`config.mk`:
```
export PLATFORM = sky130hd
export DESIGN_NAME = aging_page_replacement
export DESIGN_NICKNAME = d
export VERILOG_FILES = /design/src/hdl/apr_pkg.sv /design/src/hdl/apr_fifo.sv /design/src/hdl/apr_front.sv /design/src/hdl/apr_back.sv /design/src/hdl/aging_page_replacement.sv
export SDC_FILE = /design/constraint.sdc
export NUM_CORES = 1
export LEC_CHECK = 0
export BUFFER_PORTS_ARGS = -buffer_cell sky130_fd_sc_hd__buf_4
export CORE_ASPECT_RATIO = 1.2
export CORE_MARGIN = 4
export CORE_UTILIZATION = 60
export DETAILED_ROUTE_END_ITERATION = 16
export GPL_TIMING_DRIVEN = 0
export HOLD_SLACK_MARGIN = 0.03
export PLACE_DENSITY = 0.85
export SLEW_MARGIN = 20
export SYNTH_ARGS = -nofsm -noshare
export SYNTH_HDL_FRONTEND = slang
export SYNTH_SLANG_ARGS = --single-unit
```
`constraint.sdc`:
```
create_clock -name clock -period 4.25 [get_ports clock]
set_input_delay 0.6375 -clock clock [delete_from_list [all_inputs] [get_ports clock]]
set_output_delay 0.6375 -clock clock [all_outputs]
set_load 0.005 [all_outputs]
```
`src/hdl/apr_pkg.sv`:
```
// types and constants shared by the aging page-replacement block
`timescale 1ns / 1ps

package apr_pkg;

   localparam int REF_W         = 8;
   localparam int PAGE_W        = 8;
   localparam int FRAME_OUT_W   = 3;
   localparam int PERIOD_W      = 8;
   localparam int IN_Q_DEPTH    = 2;
   localparam int OUT_Q_DEPTH   = 2;

   localparam logic [PERIOD_W-1:0] PERIOD_RESET = 8'd5;

   typedef enum logic {
      ACT_TICK    = 1'b0,
      ACT_REPLACE = 1'b1
   } action_type;

   // classified item handed from front to back
   typedef struct packed {
      action_type         act;
      logic [REF_W-1:0]   ref_bits;
      logic [PAGE_W-1:0]  new_page;
   } cmd_type;

   typedef struct packed {
      logic [FRAME_OUT_W-1:0] victim_frame;
      logic [PAGE_W-1:0]      victim_page;
      logic                   counters_cleared;
   } rsp_type;

   typedef enum logic [1:0] {
      ST_IDLE = 2'd0,
      ST_SCAN = 2'd1,
      ST_DONE = 2'd2
   } back_state_type;

endpackage

```
`src/hdl/apr_fifo.sv`:
```
// small register-based first-in first-out queue
`timescale 1ns / 1ps

module apr_fifo #(
   parameter int WIDTH = 8,
   parameter int DEPTH = 2
) (
   input  logic             clock,
   input  logic             reset,
   input  logic             push,
   input  logic [WIDTH-1:0] wr_data,
   output logic             full,
   input  logic             pop,
   output logic [WIDTH-1:0] rd_data,
   output logic             empty
);

   localparam int PTR_W = (DEPTH > 1) ? $clog2(DEPTH) : 1;
   localparam int CNT_W = $clog2(DEPTH + 1);

   logic [WIDTH-1:0] mem_ff [DEPTH];
   logic [PTR_W-1:0] wr_ptr_ff, wr_ptr_in;
   logic [PTR_W-1:0] rd_ptr_ff, rd_ptr_in;
   logic [CNT_W-1:0] count_ff, count_in;
   logic             do_push, do_pop;

   assign full    = (count_ff == CNT_W'(DEPTH));
   assign empty   = (count_ff == '0);
   assign do_push = push & ~full;
   assign do_pop  = pop & ~empty;
   assign rd_data = mem_ff[rd_ptr_ff];

   always_comb begin
      wr_ptr_in = wr_ptr_ff;
      rd_ptr_in = rd_ptr_ff;
      if (do_push) begin
         wr_ptr_in = (wr_ptr_ff == PTR_W'(DEPTH - 1)) ? '0 : wr_ptr_ff + 1'b1;
      end
      if (do_pop) begin
         rd_ptr_in = (rd_ptr_ff == PTR_W'(DEPTH - 1)) ? '0 : rd_ptr_ff + 1'b1;
      end
      count_in = count_ff + CNT_W'(do_push) - CNT_W'(do_pop);
   end

   always_ff @(posedge clock) begin
      if (reset) begin
         wr_ptr_ff <= '0;
         rd_ptr_ff <= '0;
         count_ff  <= '0;
      end else begin
         wr_ptr_ff <= wr_ptr_in;
         rd_ptr_ff <= rd_ptr_in;
         count_ff  <= count_in;
      end
   end

   always_ff @(posedge clock) begin
      if (do_push) begin
         mem_ff[wr_ptr_ff] <= wr_data;
      end
   end

endmodule

```
`src/hdl/apr_front.sv`:
```
// front end: takes items, classifies them and queues them for the back end
`timescale 1ns / 1ps

module apr_front
   import apr_pkg::*;
(
   input  logic              clock,
   input  logic              reset,
   input  logic              req_push,
   output logic              req_full,
   input  logic              req_action,
   input  logic [REF_W-1:0]  req_ref_bits,
   input  logic [PAGE_W-1:0] req_new_page,
   output logic              cmd_valid,
   output cmd_type           cmd,
   input  logic              cmd_pop
);

   cmd_type                     cmd_wr;
   logic [$bits(cmd_type)-1:0]  cmd_rd;
   logic                        cmd_empty;

   // unused field of each kind is zeroed so the back end sees a clean item
   always_comb begin
      cmd_wr.act      = (req_action == 1'b1) ? ACT_REPLACE : ACT_TICK;
      cmd_wr.ref_bits = (req_action == 1'b1) ? '0 : req_ref_bits;
      cmd_wr.new_page = (req_action == 1'b1) ? req_new_page : '0;
   end

   apr_fifo #(
      .WIDTH ($bits(cmd_type)),
      .DEPTH (IN_Q_DEPTH)
   ) u_cmd_q (
      .clock   (clock),
      .reset   (reset),
      .push    (req_push),
      .wr_data (cmd_wr),
      .full    (req_full),
      .pop     (cmd_pop),
      .rd_data (cmd_rd),
      .empty   (cmd_empty)
   );

   assign cmd_valid = ~cmd_empty;
   assign cmd       = cmd_type'(cmd_rd);

endmodule

```
`src/hdl/apr_back.sv`:
```
// back end: frame state, aging on tick, victim scan and replace on replace
`timescale 1ns / 1ps

module apr_back
   import apr_pkg::*;
#(
   parameter int NUM_FRAMES = 8,
   parameter int AGE_BITS   = 8
) (
   input  logic                clock,
   input  logic                reset,
   input  logic                csr_write,
   input  logic [PERIOD_W-1:0] csr_data,
   input  logic                cmd_valid,
   input  cmd_type             cmd,
   output logic                cmd_pop,
   output logic                rsp_push,
   output rsp_type             rsp,
   input  logic                rsp_full
);

   localparam int IDX_W = $clog2(NUM_FRAMES);
   localparam logic [IDX_W-1:0] LAST_IDX = IDX_W'(NUM_FRAMES - 1);

   logic [AGE_BITS-1:0] age_ff  [NUM_FRAMES];
   logic [PAGE_W-1:0]   page_ff [NUM_FRAMES];

   back_state_type      state_ff, state_in;
   logic [IDX_W-1:0]    idx_ff, idx_in;
   logic [IDX_W-1:0]    best_ff, best_in;
   logic [AGE_BITS-1:0] best_age_ff, best_age_in;
   logic [PERIOD_W-1:0] count_ff, count_in;
   logic [PERIOD_W-1:0] period_ff;
   logic [PERIOD_W-1:0] count_next;
   logic                clear_all;
   logic                do_tick;
   logic                do_apply;

   assign count_next = count_ff + 1'b1;
   // a period of zero clears on every replacement, as does one
   assign clear_all  = (count_next >= period_ff);

   always_comb begin
      rsp.victim_frame     = FRAME_OUT_W'(best_ff);
      rsp.victim_page      = page_ff[best_ff];
      rsp.counters_cleared = clear_all;
   end

   always_comb begin
      state_in    = state_ff;
      idx_in      = idx_ff;
      best_in     = best_ff;
      best_age_in = best_age_ff;
      count_in    = count_ff;
      cmd_pop     = 1'b0;
      rsp_push    = 1'b0;
      do_tick     = 1'b0;
      do_apply    = 1'b0;
      unique case (state_ff)
         ST_IDLE: begin
            if (cmd_valid) begin
               if (cmd.act == ACT_TICK) begin
                  do_tick = 1'b1;
                  cmd_pop = 1'b1;
               end else begin
                  state_in    = ST_SCAN;
                  idx_in      = '0;
                  best_in     = '0;
                  best_age_in = '1;
               end
            end
         end
         ST_SCAN: begin
            // less-or-equal lets ties move to the higher index
            if (age_ff[idx_ff] <= best_age_ff) begin
               best_in     = idx_ff;
               best_age_in = age_ff[idx_ff];
            end
            if (idx_ff == LAST_IDX) begin
               state_in = ST_DONE;
            end else begin
               idx_in = idx_ff + 1'b1;
            end
         end
         ST_DONE: begin
            if (!rsp_full) begin
               do_apply = 1'b1;
               cmd_pop  = 1'b1;
               rsp_push = 1'b1;
               count_in = clear_all ? '0 : count_next;
               state_in = ST_IDLE;
            end
         end
         default: begin
            state_in = ST_IDLE;
         end
      endcase
   end

   always_ff @(posedge clock) begin
      if (reset) begin
         state_ff    <= ST_IDLE;
         idx_ff      <= '0;
         best_ff     <= '0;
         best_age_ff <= '1;
         count_ff    <= '0;
      end else begin
         state_ff    <= state_in;
         idx_ff      <= idx_in;
         best_ff     <= best_in;
         best_age_ff <= best_age_in;
         count_ff    <= count_in;
      end
   end

   always_ff @(posedge clock) begin
      if (reset) begin
         period_ff <= PERIOD_RESET;
      end else if (csr_write) begin
         period_ff <= csr_data;
      end
   end

   for (genvar f = 0; f < NUM_FRAMES; f++) begin : g_frame
      logic ref_bit;
      if (f < REF_W) begin : g_ref
         assign ref_bit = cmd.ref_bits[f];
      end else begin : g_noref
         assign ref_bit = 1'b0;
      end

      always_ff @(posedge clock) begin
         if (reset) begin
            age_ff[f]  <= '0;
            page_ff[f] <= PAGE_W'(f);
         end else if (do_tick) begin
            age_ff[f] <= {ref_bit, age_ff[f][AGE_BITS-1:1]};
         end else if (do_apply) begin
            if (clear_all || (best_ff == IDX_W'(f))) begin
               age_ff[f] <= '0;
            end
            if (best_ff == IDX_W'(f)) begin
               page_ff[f] <= cmd.new_page;
            end
         end
      end
   end

endmodule

```
`src/hdl/aging_page_replacement.sv`:
```
// aging page replacement: top level joining front end, back end and result queue
// the back end handles one item at a time, while the input queue can take more items; a tick
// is applied in ST_IDLE and gives no item; a replace steps through ST_IDLE, ST_SCAN (one frame
// per scan step) and ST_DONE, which waits while the result queue is full, then queues its result
// reset: synchronous, active high; ages zero, frame f holds page f, period 5, queues empty
`timescale 1ns / 1ps

module aging_page_replacement
   import apr_pkg::*;
#(
   parameter int NUM_FRAMES = 8,
   parameter int AGE_BITS   = 8
) (
   input  logic                   clock,
   input  logic                   reset,
   // item input
   input  logic                   req_push,
   output logic                   req_full,
   input  logic                   req_action,
   input  logic [REF_W-1:0]       req_ref_bits,
   input  logic [PAGE_W-1:0]      req_new_page,
   // result output
   output logic                   rsp_empty,
   input  logic                   rsp_pop,
   output logic [FRAME_OUT_W-1:0] rsp_victim_frame,
   output logic [PAGE_W-1:0]      rsp_victim_page,
   output logic                   rsp_counters_cleared,
   // clear period register
   input  logic                   csr_write,
   input  logic [PERIOD_W-1:0]    csr_data
);

   // front to back handoff
   cmd_type cmd;
   logic    cmd_valid;
   logic    cmd_pop;

   // back end to result queue
   rsp_type                    rsp_wr;
   logic                       rsp_push;
   logic                       rsp_full;
   logic [$bits(rsp_type)-1:0] rsp_rd;
   rsp_type                    rsp_head;

   // front: accept and classify items into a short queue
   apr_front u_front (
      .clock        (clock),
      .reset        (reset),
      .req_push     (req_push),
      .req_full     (req_full),
      .req_action   (req_action),
      .req_ref_bits (req_ref_bits),
      .req_new_page (req_new_page),
      .cmd_valid    (cmd_valid),
      .cmd          (cmd),
      .cmd_pop      (cmd_pop)
   );

   // back: ages, page table, victim scan, periodic clear
   apr_back #(
      .NUM_FRAMES (NUM_FRAMES),
      .AGE_BITS   (AGE_BITS)
   ) u_back (
      .clock     (clock),
      .reset     (reset),
      .csr_write (csr_write),
      .csr_data  (csr_data),
      .cmd_valid (cmd_valid),
      .cmd       (cmd),
      .cmd_pop   (cmd_pop),
      .rsp_push  (rsp_push),
      .rsp       (rsp_wr),
      .rsp_full  (rsp_full)
   );

   // result queue decouples the back end from the consumer
   apr_fifo #(
      .WIDTH ($bits(rsp_type)),
      .DEPTH (OUT_Q_DEPTH)
   ) u_rsp_q (
      .clock   (clock),
      .reset   (reset),
      .push    (rsp_push),
      .wr_data (rsp_wr),
      .full    (rsp_full),
      .pop     (rsp_pop),
      .rd_data (rsp_rd),
      .empty   (rsp_empty)
   );

   assign rsp_head             = rsp_type'(rsp_rd);
   assign rsp_victim_frame     = rsp_head.victim_frame;
   assign rsp_victim_page      = rsp_head.victim_page;
   assign rsp_counters_cleared = rsp_head.counters_cleared;

endmodule

```
# Word-level counts from Yosys, hierarchy flattened
# Memory sizes are Yosys's and may differ from the RTL's. A register that Yosys moved wholly into a read port is not among the register bits.
# Index checks and enable logic that the tools add are counted.
[word_totals]
register_bits = 40
latch_bits = 0
mem_bits_rw = 186
romBits = 0
in_bits = 30
out_inout_bits = 14
wordCells = 245
mem_count = 4
[mem_list]
columns = ["name", "words", "width", "read_ports", "rd_ports_with_merged_regs", "write_ports", "line", "source"]
rows = [
  ["u_back.age_ff", 8, 8, 9, 1, 8, "apr_back.sv:25", "logic [AGE_BITS-1:0] age_ff [NUM_FRAMES];"],
  ["u_back.page_ff", 8, 8, 1, 1, 8, "apr_back.sv:26", "logic [PAGE_W-1:0] page_ff [NUM_FRAMES];"],
  ["u_front.u_cmd_q.mem_ff", 2, 17, 1, 1, 1, "apr_fifo.sv:21", "logic [WIDTH-1:0] mem_ff [DEPTH];"],
  ["u_rsp_q.mem_ff", 2, 12, 1, 1, 1, "apr_fifo.sv:21", ""],
]
[op_classes]
addsub = 10
multipliers = 0
div = 0
n_lt_le_gt_ge = 2
n_eq_ne = 18
shifts = 0
n_mux = 150
bitwise_logic = 32
reduce_logical = 17
[op_table]
columns = ["operator", "n"]
rows = [
  ["8-bit 2-to-1 mux", 30],
  ["1-bit 2-to-1 mux", 103],
  ["3-bit 2-to-1 mux", 8],
  ["1-bit OR", 24],
  ["8-bit case mux with 2 select lines", 1],
  ["3-bit equality test (second input constant)", 5],
  ["3-bit case mux with 2 select lines", 2],
  ["4-bit AND reduction", 3],
  ["8-bit by 1-bit adder with 8-bit output (second input constant)", 1],
  ["8-bit >= comparator", 1],
  ["8-bit less-or-equal comparator", 1],
  ["1-bit logical OR", 8],
  ["2-bit 2-to-1 mux", 4],
  ["2-bit equality test (second input constant)", 3],
  ["3-bit by 2-bit equality test with 1-bit output (second input constant)", 2],
  ["2-bit zero test", 3],
  ["2-bit by 1-bit inequality test with 1-bit output (second input constant)", 3],
  ["2-bit inequality test (second input constant)", 3],
  ["2-bit case mux with 3 select lines", 1],
  ["1-bit adder (second input constant)", 4],
  ["2-bit by 1-bit adder with 2-bit output", 2],
  ["1-bit AND", 4],
  ["1-bit NOT", 4],
  ["2-bit by 1-bit subtractor with 2-bit output", 2],
  ["7 further kinds", 7],
]

# Depth between registers and ports, before layout
[logic_depth]
ltp_word = 9
ltp_mapped = 13
mapped_depth_nobuf = 11

# Cells and area by module
# A second synthesis with hierarchy kept.
[hier_totals]
cells_unflattened = 762
hier_area_um2 = 10625.2
[by_module_without_submodules]
columns = ["mod", "instances", "cells_each", "area_each_um2", "seq_area_each_um2"]
rows = [
  ["apr_back", 1, 600, 7946.4, 4604.4],
  ["apr_fifo at u_front.u_cmd_q", 1, 80, 1460.2, 1121.1],
  ["apr_fifo at u_rsp_q", 1, 64, 1096.1, 820.8],
  ["apr_front", 1, 18, 122.6, 0.0],
]

# Worst setup path after synthesis
# Ideal clock, no wire load.
[synth_path]
path_type = "register -> register"
start = "register u_back.count_ff[0]"
end = "memory u_back.age_ff[3][0], enable pin"
setup_ns = 0.384
arrival_time_ns = 2.787
required_time_ns = 3.866
setup_slack_ns = 1.079
path_stages_with_launch = 13
n_path_buf = 2
synth_period_minus_slack_ns = 3.171
path_cell_list = "dfxtp_1 ha_1 nand3_1 or2_2 xnor2_1 ha_1 nand4_1 o31a_1 buf_6 inv_4 buf_6 a21oi_1 o21ai_0"
[synth_rtl]
columns = ["item", "line", "source"]
rows = [
  ["from (decl)", "apr_back.sv:32", "logic [PERIOD_W-1:0] count_ff, count_in;"],
  ["from (signal assigned)", "apr_back.sv:112", "count_ff <= count_in;"],
  ["to (decl)", "apr_back.sv:25", ""],
]

==> results.md <==
* DPL Wire Length at 14.3 mm
* Most common library cells after synthesis: edfxtp_1 (186), nor2_1 (114), and2_1 (65)
* Distinct cells, synth at 47
* Max clock buf depth at 3
* Post-synth top area share at 0.539
* Yosys top cell by area: edfxtp_1
* PD cells at 515 mW/mm^2
* Vias per cell at 5.79
* Area delta synth->final at 13.0%
* Critical path startpoint category: flip-flop
* Combinational share of power at 0.194
* Fraction of registers with async set/reset at 0
* Routed Antenna Nets at 0
* Post-synth top flop: edfxtp_1
* Inst Count DP at 1031
* Reg2reg end: u_back.age_ff[6][6]$_SDFFCE_PP0P_
* Post-place setup slack at 0.749 ns
* GP Congestion at 0.857
* Post-Synth Adder-Cell Area at 0.0278
* Initial drt markers at 442
* Min-Delay Endpoint: u_back.period_ff[0]$_SDFFE_PP1P_
* Main combinational cell family by area after synthesis: simple AND/OR/NAND/NOR gates
* Syn Nets at 822
* Complex-gate fraction of the synthesized area at 0.0263
* Min-Delay Path Class: input pin to flip-flop
* Die Y-Extent at 152 um
* CP arrival at 3.69 ns
* Number of synthesized flops with an enable pin at 186
* Hold path cells at 3
* Crit-path max cell delay at 0.76 ns
* Core area at 0.0169 mm^2
* Final antenna diode count at 0
* Final hold violation count at 0
* RSZ-0062 raised after global routing: no
* Cell Int Power at 4.40 mW
* Outcome: completed
* Switching share of power at 0.271
* Nets at 893
* Post-synthesis simple-gate area fraction at 0.141
* R2R depth at 12
* Vias in the first global route at 6294
* Min-Delay Startpoint: csr_data[0]
* Multiplexer area fraction after synthesis at 0.135
* DR vias at 6206
* Post-Syn Area at 0.0104 mm^2
* Initial antenna violation count at 0
* Avg Inst Size Synth at 13.5 um^2
* Sequential fraction of design power at 0.484
* Final max-slew violation count at 0
* # rows at 52
* Slowest stage cell, crit path: o21ai_1
* Fmax at 280 MHz
* Fin cells at 1072
* Clock slew at the register clock pins of the worst setup and hold paths at 0.06 ns
* Worst Tran Pin Value at 1.04 ns
* Fin Hold WS at 0.358 ns
* Maximum fanout along the worst path at 11
* CTS tree: built
* Most common cell in the synthesized netlist: edfxtp_1
* H-Tree Depth at 1
* Die width at 128 um
* Post-layout util at 0.693
* Max-cap violation count at 0
* Worst reg2reg path startpoint: u_back.count_ff[0]$_SDFFE_PP0P_
* Critical Path RT at 4.37 ns
* Post-synthesis sequential area ratio at 0.631
* Crit Path Category: flip-flop to flip-flop
* Root Driver: clkbuf_16
* Peak VDD IR at 0.370 mV
* Clk Latency, worst-skew pair at 0.50 ns
* Power share of the clock group at 0.322
* Die area at 0.0195 mm^2
* Post-CTS Setup Inserts at 0
* Final Instance Area at 0.0117 mm^2
* Final setup viols at 0
* P_sw at 1.63 mW
* Clock Skews at 0.00963 ns
* Routed wire per std cell at 18.8 um
* Aggregate routed wire length at 20.2 mm
* Final worst-path setup slack at 0.684 ns
* Area of placed instances at 0.0110 mm^2
* Post-Synthesis Cells at 769
* Post-Synth XOR/XNOR Area at 0.0118
* Ys Warns at 0
* Residual DRC at 0
* IO Pins at 44
* Worst-path cell chain: ha_1 > nand3_1 > or2_2 > xnor2_1 > ha_1 > nand4_1 > o31a_1 > buf_6 > inv_4 > buf_6 > a21oi_1 > o21ai_1
* Post-CTS sizing at 0
* Power, Total at 6.03 mW
* I/O Buffers at 41
* CTS Sinks at 234
* Final worst-path cycle share at 0.839
* Setup TNS at 0 ns
* Tmin final at 3.57 ns
* Num CTS Buffers at 22
* Worst reg2reg setup slack at 0.68 ns
* Top cells by area, synth: edfxtp_1 (54%), dfxtp_1 (9.3%), mux4_2 (6.1%)
* Effective utilization at floorplan at 0.613
* CTS Hold Bufs at 0
* GRT Resource Usage Total at 0.213
* Total grt overflow at 0
* Rel. slew slack at 0.300
* Seq cells post-synth at 234
* Leakage at 4.32 nW
* First-pass GRT wire length at 32.9 mm
* Layout cells sized above 1 at 0.189
* Largest net degree at the start of global routing at 18
* CP Capture Type: flip-flop
* DR pass1 iterations at 5
## cells by family after synthesis
group,Yosys count
xor+xnor,14
flops,234
fa+ha+maj,23
compound gates,44
simple gates,298
buf+inv,61
mux,95
## cell type report
class                           count  area [um^2]
Timing Repair Buffer               47          353
Sequential cell                   234         6550
Buffer                             40          195
Clock inverter                     15          126
Inverter                           21         81.3
Clock buffer                       25          593
Tap cell                          216          270
Multi-Input combinational cell    474         3550
Fill cell                        1160         5200
## cells in the final DEF (no fill, tap or decap), types with 22 or more instances in the layout
| cell type | instances |
|---|---|
| edfxtp_1 | 186 |
| nor2_1 | 112 |
| and2_1 | 65 |
| nand2_1 | 54 |
| dfxtp_1 | 48 |
| buf_4 | 47 |
| mux2i_1 | 35 |
| mux2_2 | 28 |
| mux4_2 | 28 |
| ha_1 | 23 |
| clkbuf_16 | 23 |
| clkbuf_1 | 22 |
## critical path, delay by kind of cell (launching register included)
| family | cells | cell delay [ns] |
|---|---|---|
| flops | 1 | 0.41 |
| buf+inv | 3 | 0.36 |
| compound gates | 3 | 1.11 |
| xor+xnor | 1 | 0.14 |
| simple gates | 3 | 0.61 |
| fa+ha+maj | 2 | 0.55 |
## power groups by stage
stage | registers, mW | logic [mW] | clock network (mW)
global route | 2.94 | 1.28 | 2.06
floorplan | 2.91 | 0.824 | 0
detailed placement | 2.96 | 1.16 | 0
finish | 2.92 | 1.17 | 1.94
global placement | 2.95 | 1.10 | 0
CTS | 2.92 | 1.18 | 1.96
## registers in the layout, indices dropped and copies added (netlist names), named ones only
name                       cells
u_rsp_q.count_ff               2
u_back.age_ff                 64
u_rsp_q.rd_ptr_ff              1
u_front.u_cmd_q.wr_ptr_ff      1
u_front.u_cmd_q.count_ff       2
u_rsp_q.mem_ff                24
u_back.best_age_ff             8
u_back.period_ff               8
u_back.state_ff                2
u_back.best_ff                 3
u_rsp_q.wr_ptr_ff              1
u_back.idx_ff                  3
u_back.count_ff                8
u_front.u_cmd_q.rd_ptr_ff      1
u_front.u_cmd_q.mem_ff        34
u_back.page_ff                64
## metal layers
metal  track usage  up-vias  part of all wire
li1              -     2910                 -
met1         0.288     3055              0.41
met2         0.365      201              0.51
met3        0.0284       40             0.058
met4        0.0571        0             0.023
met5             0        -                 0
## how the worst max path moves through the flow
stage,depth (start not counted),from,slack (ns),endpoint
6_report,12,u_back.count_ff[0]$_SDFFE_PP0P_,0.68,u_back.age_ff[6][6]$_SDFFCE_PP0P_
5_1_grt,12,u_back.count_ff[0]$_SDFFE_PP0P_,0.56,u_back.age_ff[6][6]$_SDFFCE_PP0P_
4_1_cts,12,u_back.count_ff[0]$_SDFFE_PP0P_,0.70,u_back.age_ff[6][6]$_SDFFCE_PP0P_
3_5_place_dp,12,u_back.count_ff[0]$_SDFFE_PP0P_,0.75,u_back.age_ff[6][7]$_SDFFCE_PP0P_
3_3_place_gp,12,u_back.count_ff[0]$_SDFFE_PP0P_,0.24,u_back.age_ff[5][4]$_SDFFCE_PP0P_
2_1_floorplan,12,u_back.count_ff[0]$_SDFFE_PP0P_,1.08,u_back.age_ff[3][0]$_SDFFCE_PP0P_
Power figures use the tool's default switching activity.
